**config.mk**
```make
export PLATFORM = sky130hd
export DESIGN_NAME = length_prefixed_frame_receiver
export DESIGN_NICKNAME = d
export VERILOG_FILES = /design/src/rtl/lpfr_pkg.sv /design/src/rtl/lpfr_core.sv /design/src/rtl/length_prefixed_frame_receiver.sv
export SDC_FILE = /design/constraint.sdc
export NUM_CORES = 1
export LEC_CHECK = 0
export ABC_AREA = 1
export BUFFER_PORTS_ARGS = -buffer_cell sky130_fd_sc_hd__buf_4
export CAP_MARGIN = 0
export CORE_ASPECT_RATIO = 1.5
export CORE_MARGIN = 2
export CORE_UTILIZATION = 38
export CTS_BUF_LIST = sky130_fd_sc_hd__clkbuf_8
export DETAILED_ROUTE_END_ITERATION = 16
export HOLD_SLACK_MARGIN = 0.06
export SLEW_MARGIN = 15
export SYNTH_ARGS = -nofsm -noshare
export SYNTH_HDL_FRONTEND = slang
export SYNTH_SLANG_ARGS = --single-unit
```
**constraint.sdc**
```tcl
create_clock -name i_clk -period 5.4 [get_ports i_clk]
set_input_delay 1.35 -clock i_clk [delete_from_list [all_inputs] [get_ports i_clk]]
set_output_delay 1.35 -clock i_clk [all_outputs]
set_load 0.02 [all_outputs]
```
**src/rtl/lpfr_pkg.sv**
```systemverilog
// Shared types and constants for the length-prefixed frame receiver.
// No dependencies; used by lpfr_core and length_prefixed_frame_receiver.
package lpfr_pkg;

    localparam int unsigned LENGTH_FIELD_BITS_DEF = 16;
    localparam int unsigned MAX_LENGTH_RESET      = 1024;
    localparam int unsigned MIN_LENGTH            = 4;
    localparam int unsigned BYTE_BITS             = 8;
    localparam int unsigned INDEX_BITS            = 17;
    localparam int unsigned CFG_INDEX_BITS        = 2;

    typedef enum logic [CFG_INDEX_BITS-1:0] {
        CFG_HEADER_BYTE = 2'd0,
        CFG_MAX_LENGTH  = 2'd1
    } t_cfg_index;

    typedef enum logic [2:0] {
        ST_BUSY    = 3'd0,
        ST_GOOD    = 3'd1,
        ST_BAD_SUM = 3'd2,
        ST_SHORT   = 3'd3,
        ST_LONG    = 3'd4
    } t_status;

    typedef struct packed {
        logic                  emit;
        logic [BYTE_BITS-1:0]  value;
        logic [INDEX_BITS-1:0] index;
        logic                  last;
        t_status               status;
    } t_result;

endpackage

```
**src/rtl/lpfr_core.sv**
```systemverilog
// Frame tracking state and per-byte decision logic.
// Depends on lpfr_pkg; instantiated by length_prefixed_frame_receiver.
module lpfr_core #(
    parameter int unsigned LENGTH_FIELD_BITS = lpfr_pkg::LENGTH_FIELD_BITS_DEF
) (
    input  logic                              i_clk,
    input  logic                              i_rst_n,
    input  logic                              i_take,
    input  logic [lpfr_pkg::BYTE_BITS-1:0]    i_rx_byte,
    input  logic [lpfr_pkg::BYTE_BITS-1:0]    i_header_byte,
    input  logic [lpfr_pkg::INDEX_BITS-1:0]   i_max_length,
    output lpfr_pkg::t_result                 o_result
);

    logic                              r_in_frame,     n_in_frame;
    logic [lpfr_pkg::INDEX_BITS-1:0]   r_position,     n_position;
    logic [lpfr_pkg::INDEX_BITS-1:0]   r_bytes_left,   n_bytes_left;
    logic [lpfr_pkg::BYTE_BITS-1:0]    r_length_high,  n_length_high;
    logic [LENGTH_FIELD_BITS-1:0]      r_frame_length, n_frame_length;
    logic [lpfr_pkg::BYTE_BITS-1:0]    r_running_sum,  n_running_sum;

    logic [2*lpfr_pkg::BYTE_BITS-1:0]  len_raw;
    logic [LENGTH_FIELD_BITS-1:0]      len;
    logic [lpfr_pkg::INDEX_BITS-1:0]   len_plus1;
    logic [lpfr_pkg::INDEX_BITS-1:0]   left_dec;

    assign len_raw   = {r_length_high, i_rx_byte};
    assign len       = len_raw[LENGTH_FIELD_BITS-1:0];
    assign len_plus1 = lpfr_pkg::INDEX_BITS'(len) + lpfr_pkg::INDEX_BITS'(1);
    assign left_dec  = (r_bytes_left == '0) ? '0
                     : r_bytes_left - lpfr_pkg::INDEX_BITS'(1);

    always_comb begin
        n_in_frame     = r_in_frame;
        n_position     = r_position;
        n_bytes_left   = r_bytes_left;
        n_length_high  = r_length_high;
        n_frame_length = r_frame_length;
        n_running_sum  = r_running_sum;
        o_result.emit   = 1'b1;
        o_result.value  = i_rx_byte;
        o_result.index  = r_position;
        o_result.last   = 1'b0;
        o_result.status = lpfr_pkg::ST_BUSY;

        if (!r_in_frame) begin
            o_result.index = '0;
            if (i_rx_byte == i_header_byte) begin
                n_in_frame    = 1'b1;
                n_running_sum = '0;
                n_bytes_left  = '0;
                n_position    = lpfr_pkg::INDEX_BITS'(1);
            end else begin
                o_result.emit = 1'b0;
            end
        end else if (r_position == lpfr_pkg::INDEX_BITS'(1)) begin
            n_length_high = i_rx_byte;
            n_position    = lpfr_pkg::INDEX_BITS'(2);
        end else if (r_position == lpfr_pkg::INDEX_BITS'(2)) begin
            n_frame_length = len;
            if (len_plus1 > i_max_length) begin
                n_in_frame      = 1'b0;
                n_position      = '0;
                n_bytes_left    = '0;
                o_result.last   = 1'b1;
                o_result.status = lpfr_pkg::ST_LONG;
            end else begin
                n_bytes_left = len_plus1;
                n_position   = lpfr_pkg::INDEX_BITS'(3);
            end
        end else begin
            n_bytes_left = left_dec;
            if (left_dec == '0) begin
                n_in_frame    = 1'b0;
                n_position    = '0;
                o_result.last = 1'b1;
                if (r_frame_length < LENGTH_FIELD_BITS'(lpfr_pkg::MIN_LENGTH)) begin
                    o_result.status = lpfr_pkg::ST_SHORT;
                end else if (i_rx_byte == r_running_sum) begin
                    o_result.status = lpfr_pkg::ST_GOOD;
                end else begin
                    o_result.status = lpfr_pkg::ST_BAD_SUM;
                end
            end else begin
                n_running_sum = r_running_sum + i_rx_byte;
                n_position    = r_position + lpfr_pkg::INDEX_BITS'(1);
            end
        end
    end

    always_ff @(posedge i_clk) begin
        if (!i_rst_n) begin
            r_in_frame     <= 1'b0;
            r_position     <= '0;
            r_bytes_left   <= '0;
            r_length_high  <= '0;
            r_frame_length <= '0;
            r_running_sum  <= '0;
        end else if (i_take) begin
            r_in_frame     <= n_in_frame;
            r_position     <= n_position;
            r_bytes_left   <= n_bytes_left;
            r_length_high  <= n_length_high;
            r_frame_length <= n_frame_length;
            r_running_sum  <= n_running_sum;
        end
    end

endmodule

```
**src/rtl/length_prefixed_frame_receiver.sv**
```systemverilog
// Length-prefixed frame receiver: top level with configuration and result register.
// Depends on lpfr_pkg and lpfr_core.
//
// Takes one received byte per cycle unless the input is stalled, and returns at
// most one result per byte, held in a result register. A frame opens on the
// configured header byte, carries a big-endian length L in bytes 1 and 2, then L
// summed bytes and an 8-bit additive checksum. Each in-frame byte is echoed with its
// index; the closing or aborting byte has last set and a final status. The input
// is stalled only while the result register is full and its transfer is stalled.
// Configuration writes are always ready and must be issued while idle.
module length_prefixed_frame_receiver #(
    parameter int unsigned LENGTH_FIELD_BITS = lpfr_pkg::LENGTH_FIELD_BITS_DEF
) (
    input  logic                                i_clk,
    input  logic                                i_rst_n,
    input  logic                                i_valid,
    output logic                                o_stall,
    input  logic [lpfr_pkg::BYTE_BITS-1:0]      i_rx_byte,
    output logic                                o_valid,
    input  logic                                i_stall,
    output logic [lpfr_pkg::BYTE_BITS-1:0]      o_byte_value,
    output logic [lpfr_pkg::INDEX_BITS-1:0]     o_byte_index,
    output logic                                o_last,
    output logic [2:0]                          o_status,
    input  logic                                i_cfg_valid,
    output logic                                o_cfg_ready,
    input  logic [lpfr_pkg::CFG_INDEX_BITS-1:0] i_cfg_index,
    input  logic [lpfr_pkg::INDEX_BITS-1:0]     i_cfg_data
);

    logic [lpfr_pkg::BYTE_BITS-1:0]  r_header_byte;
    logic [lpfr_pkg::INDEX_BITS-1:0] r_max_length;
    logic                            r_valid;
    lpfr_pkg::t_result               r_result;
    lpfr_pkg::t_result               result;
    logic                            take;

    assign o_cfg_ready = 1'b1;
    assign o_stall     = r_valid & i_stall;
    assign take        = i_valid & ~o_stall;

    always_ff @(posedge i_clk) begin
        if (!i_rst_n) begin
            r_header_byte <= '0;
            r_max_length  <= lpfr_pkg::INDEX_BITS'(lpfr_pkg::MAX_LENGTH_RESET);
        end else if (i_cfg_valid && o_cfg_ready) begin
            unique case (i_cfg_index)
                lpfr_pkg::CFG_HEADER_BYTE: r_header_byte <= i_cfg_data[lpfr_pkg::BYTE_BITS-1:0];
                lpfr_pkg::CFG_MAX_LENGTH:  r_max_length  <= i_cfg_data;
                default: ;
            endcase
        end
    end

    lpfr_core #(
        .LENGTH_FIELD_BITS (LENGTH_FIELD_BITS)
    ) u_core (
        .i_clk         (i_clk),
        .i_rst_n       (i_rst_n),
        .i_take        (take),
        .i_rx_byte     (i_rx_byte),
        .i_header_byte (r_header_byte),
        .i_max_length  (r_max_length),
        .o_result      (result)
    );

    always_ff @(posedge i_clk) begin
        if (!i_rst_n) begin
            r_valid <= 1'b0;
        end else if (take) begin
            r_valid <= result.emit;
        end else if (!i_stall) begin
            r_valid <= 1'b0;
        end
    end

    always_ff @(posedge i_clk) begin
        if (take) begin
            r_result <= result;
        end
    end

    assign o_valid      = r_valid;
    assign o_byte_value = r_result.value;
    assign o_byte_index = r_result.index;
    assign o_last       = r_result.last;
    assign o_status     = r_result.status;

endmodule

```
# After elaboration in Yosys (flattened, before gate mapping)
# Index checks and enable logic that the tools add are counted.
# totals
register_bits	122
elab_cells	76
# classes
addsub	4
magnitude_cmp	2
eq_ne	9
n_mux	31
bitwise_logic	5
reduce_logical	12
# op_table
op	count
$mux 17	11
$mux 8	5
$logic_not 17->1	2
$add 16x1->17 const B	1
$add 17x1->17 const B	1
$eq 17x1->1 const B	1
$eq 17x2->1 const B	1
$gt 17x17->1	1
$sub 17x1->17 const B	1
$eq 8x8->1	2
$lt 16x3->1 const B	1
$mux 4	3
$mux 1	9
$add 8x8->8	1
$ne 2x2->1 const B	3
$reduce_and 2->1	3
$reduce_and 3->1	2
$reduce_and 5->1	1
$mux 2	2
$reduce_and 4->1	1
$mux 3	1
$not 1->1	3
$and 1x1->1	2
$eq 2x1->1 const B	1
other kinds (4)	4

# Longest topological paths before layout
# depth
ltp_word	7
mapped_depth	20
ltp_nobuf	19

# By module
# Synthesis repeated with hierarchy kept, for this count alone.
# hier_totals
hier_cells	994
hier_area_um2	7088.0
# by_module_without_submodules
mod	instances	cells_each	area_per_inst_um2
lpfr_core	1	796	5071.1
length_prefixed_frame_receiver	1	198	2016.9

# Worst setup path after synthesis
# Ideal clock, no wire load.
# synth_path
path_kind	input port to flip-flop
startpoint	input i_rx_byte[4] in the netlist's numbering
endpoint	register u_core.r_bytes_left[4] in the netlist's numbering
setup_time_ns	0.132
arrival_time_ns	3.861
required_time_ns	5.268
setup_slack_ns	1.407
path_stages	17
n_path_buf	2
path_cell_list	clkbuf_1 inv_1 nor4_2 nand4_1 o21ai_0 inv_1 ha_1 nand2_1 nor3_1 nand4_1 nand3_1 nand2_1 nand2_1 buf_2 nor2_1 o21ai_0 a21oi_1
# synth_between
elab_chain_cells	6
elab_cells_between_ends	9
classes_between	add/sub: 1; order compare: 1; eq/ne: 1; mux: 4; reduce/logical: 2
# synth_lines
item	line_no	rtl
start: declaration	length_prefixed_frame_receiver.sv:18	input logic [lpfr_pkg::BYTE_BITS-1:0] i_rx_byte,
$add 16x1->17	lpfr_core.sv:29	assign len_plus1 = lpfr_pkg::INDEX_BITS'(len) + lpfr_pkg::INDEX_BITS'(1);
$gt 17x17->1	lpfr_core.sv:61	if (len_plus1 > i_max_length) begin
$mux 17	lpfr_core.sv:61	
$mux 17	lpfr_core.sv:59	end else if (r_position == lpfr_pkg::INDEX_BITS'(2)) begin
$mux 17	lpfr_core.sv:56	end else if (r_position == lpfr_pkg::INDEX_BITS'(1)) begin
$mux 17	lpfr_core.sv:46	if (!r_in_frame) begin
end signal: assignment	lpfr_core.sv:102	r_bytes_left <= n_bytes_left;
end: declaration	lpfr_core.sv:17	logic [lpfr_pkg::INDEX_BITS-1:0] r_bytes_left, n_bytes_left;
# Several ways; a longest one is shown, not always the timed one. The select of a mux whose other input is x is not followed.
# A chain may end at the register's enable or synchronous reset.

# Final worst setup path
# layout_path
startpoint	input i_rx_byte[0] in the netlist's numbering
endpoint	register u_core.r_bytes_left[6] in the netlist's numbering
# The elaborated chain is that of the path after synthesis.

==> impl_metrics.env <==
export IMPL_cp_top_family="simple AND/OR/NAND/NOR gates"
export IMPL_arrival_ps=4580
export IMPL_cp_slowest_cell="nand2_1"
export IMPL_drtPass1Iterations=5
export IMPL_crit_required_ps=5700
export IMPL_p_leak_uw=0.00366
export IMPL_hold_path_class="flip-flop to flip-flop"
export IMPL_p_switching_uw=498
export IMPL_clk_pin_slew_worst_paths_ps=70
export IMPL_dp_cells=1224
export IMPL_yosys_area_top_type="dfxtp_1"
export IMPL_antenna_found_initial=0
export IMPL_die_x_um=115
export IMPL_max_slew_margin_rel=0.334
export IMPL_final_setup_tns_ps=0
export IMPL_numPortBuffers=62
export IMPL_synth_seq_area_share=0.385
export IMPL_crit_type="input pin to flip-flop"
export IMPL_cts_setup_buffers=0
export IMPL_power_frac_seq=0.520
export IMPL_worstMarginPinSlew_ps=996
export IMPL_cp_num_buf_inv=2
export IMPL_synthTopCellsByArea="dfxtp_1, edfxtp_1, nand2_1"
export IMPL_gp_congestion=0.885
export IMPL_ys_types=41
export IMPL_vias=6401
export IMPL_max_freq_mhz=233
export IMPL_drc=0
export IMPL_cp_max_fo=12
export IMPL_slew_violations=0
export IMPL_grt_first_pass_wirelength_um=29200
export IMPL_synth_edf_count=29
export IMPL_fin_cells=1256
export IMPL_dieHeight_um=170
export IMPL_cellInternalPower_uw=1320
export IMPL_nNetsFinal=1089
export IMPL_clk_latency_ps=450
export IMPL_pre_cts_ws_ps=648
export IMPL_syn_nets=1039
export IMPL_core_mm2=0.0180
export IMPL_area_growth_pct=13.6
export IMPL_final_antenna_net_count=0
export IMPL_cts_root_buf="clkbuf_8"
export IMPL_utilization=0.440
export IMPL_yosys_register_bits=120
export IMPL_p_total_uw=1820
export IMPL_ys_warn_count=0
export IMPL_ys_flop_type="dfxtp_1"
export IMPL_grt_usage=0.191
export IMPL_ir_drop_v=0.000137
export IMPL_hold_viol=0
export IMPL_initialDrtViolationCount=357
export IMPL_ctsResizeCount=0
export IMPL_slowest_delay_ps=340
export IMPL_final_common_cell="nand2_1"
export IMPL_wl_per_cell_um=14.2
export IMPL_rsz0062_at_grt="false"
export IMPL_grt_max_degree=48
export IMPL_layout_drive_gt1_share=0.120
export IMPL_synth_top_area_frac=0.261
export IMPL_ios=64
export IMPL_synth_cells=976
export IMPL_combPwrFrac=0.079
export IMPL_hpwl_um=13300
export IMPL_start_util=0.388
export IMPL_fill_cells=1904
export IMPL_p_per_area_mw_per_mm2=229
export IMPL_htreeDepth=4
export IMPL_clock_sinks=120
export IMPL_avgSynthCellArea_um2=7.16
export IMPL_synthArstFlopShare=0
export IMPL_min_period_ps=4280
export IMPL_setup_worst_path_end_class="flip-flop"
export IMPL_maxCapViolCount=0
export IMPL_clk_path_buf_depth=2
export IMPL_grt_pass1_vias=6027
export IMPL_finClkSkew_ps=11.3
export IMPL_cts_tree="built"
export IMPL_status="completed"
export IMPL_totalWireLength_um=17900
export IMPL_crit_path_cell_trace="buf_4, ha_1, nand3_1, nor3_1, nand2_1, nor3_1, xor2_1, inv_1, ha_1, nand2_1, nor3_1, nand4_1, nand3_1, nand2_1, nand2_1, nor2_1, o21ai_0, a21oi_1"
export IMPL_rows=60
export IMPL_gr_total_overflow=0
export IMPL_hold_buffers=0
export IMPL_cts_buffers=17
export IMPL_swShare=0.274
export IMPL_n_antenna_cell=0
export IMPL_layout_common_cells="nand2_1, inv_1, nor2_1, dfxtp_1, a21oi_1"
export IMPL_syn_cell_area_mm2=0.00699
export IMPL_die_area_mm2=0.0195
export IMPL_finalSetupViolCount=0
export IMPL_power_share_clock=0.401
export IMPL_cp_start_kind="input pin"
export IMPL_cpMostUsedCell="nand2_1"
export IMPL_avgViaCountPerCell=5.10
export IMPL_fin_crit_sh=0.793
export IMPL_fin_ws_ps=1120
-- cell type report --
cell class	instances	area, um2	area share
clock buffers	18	248	0.0312
inverters	155	582	0.0733
repair buffers	66	495	0.0624
clock inverters	14	96.3	0.0121
flip-flops and latches	120	2690	0.339
multi-input cells	666	3550	0.447
well taps	217	272	0.0342
-- flip-flops by register name, summed over array words and instances (netlist names) --
register	flops
r_header_byte	8
u_core.r_frame_length	14
u_core.r_position	17
o_byte_index	17
u_core.r_length_high	8
o_status	3
o_valid	1
u_core.r_in_frame	1
u_core.r_bytes_left	17
u_core.r_running_sum	8
o_byte_value	8
r_max_length	17
o_last	1
-- logic make-up (layout without fill, tap and decap cells) --
family,count (synthesis),after routing,synth area share
other,1,1,0.000537
buffers and inverters,190,253,0.106
XOR/XNOR,26,26,0.0326
flip-flops,120,120,0.385
adder cells (fa/ha/maj),31,31,0.0566
AND/OR/NAND/NOR,425,425,0.278
AO/OA/AOI/OAI,183,183,0.141
-- stage by stage --
stage / hold WS, ps / area (um2)
floorplan: 434 / 6990
global placement: 446 / 7590
detailed placement: 447 / 7590
CTS: 464 / 7940
global route: 481 / 7940
finish: 463 / 7940
-- worst reg2reg max path, delay by kind of cell, from the launching register on --
family	cells	cell delay (ps)
AOI/OAI and AO/OA	2	230
xor gates and xnor gates	1	300
adders and majority gates	1	300
buffers and inverters	2	150
DFF	1	430
and+or+nand+nor	10	1830
-- per-layer routing --
metal,vias to the layer above,share of wire,track usage
li1,3314,-,-
met1,2905,0.42,0.214
met2,146,0.52,0.347
met3,36,0.034,0.0360
met4,0,0.030,0.0833
met5,-,0,0
-- worst paths after layout --
kind                                           startpoint                        end  slack [ps]  cells after the start
worst max register to register    u_core.r_length_high[3]     u_core.r_bytes_left[6]        2010                     16
worst max-delay path                         i_rx_byte[0]     u_core.r_bytes_left[6]        1120                     18
worst min-delay path            u_core.r_frame_length[12]  u_core.r_frame_length[12]         460                      2
worst min register to register  u_core.r_frame_length[12]  u_core.r_frame_length[12]         460                      2
-- Yosys cell counts, types with 2 or more instances --
library cell and n:
edfxtp_1 29, nor3_1 12, buf_2 9, clkbuf_1 23
a211oi_1 16, buf_6 2, o21bai_1 2, dfxtp_1 91
nand2_2 3, nor2_4 5, ha_1 30, nand3_1 52
nand2_1 194, nand3_2 5, a31oi_1 2, inv_2 2
nand4_1 36, nor4_1 7, inv_1 152, xor2_1 23
nor4_2 2, a21oi_1 80, o21ai_0 76, o2111ai_1 2
o211ai_1 2, nor2_1 96, nor2_2 7, xnor2_1 3
-- power by group through the flow --
| stage | Combinational, uW | Sequential, uW | Clock [uW] |
|---|---|---|---|
| 2_1_floorplan | 74.8 | 976 | 0 |
| 3_3_place_gp | 144 | 966 | 0 |
| 3_5_place_dp | 145 | 966 | 0 |
| 4_1_cts | 146 | 946 | 749 |
| 5_1_grt | 161 | 947 | 787 |
| 6_report | 144 | 945 | 730 |
Power figures use the tool's default switching activity.
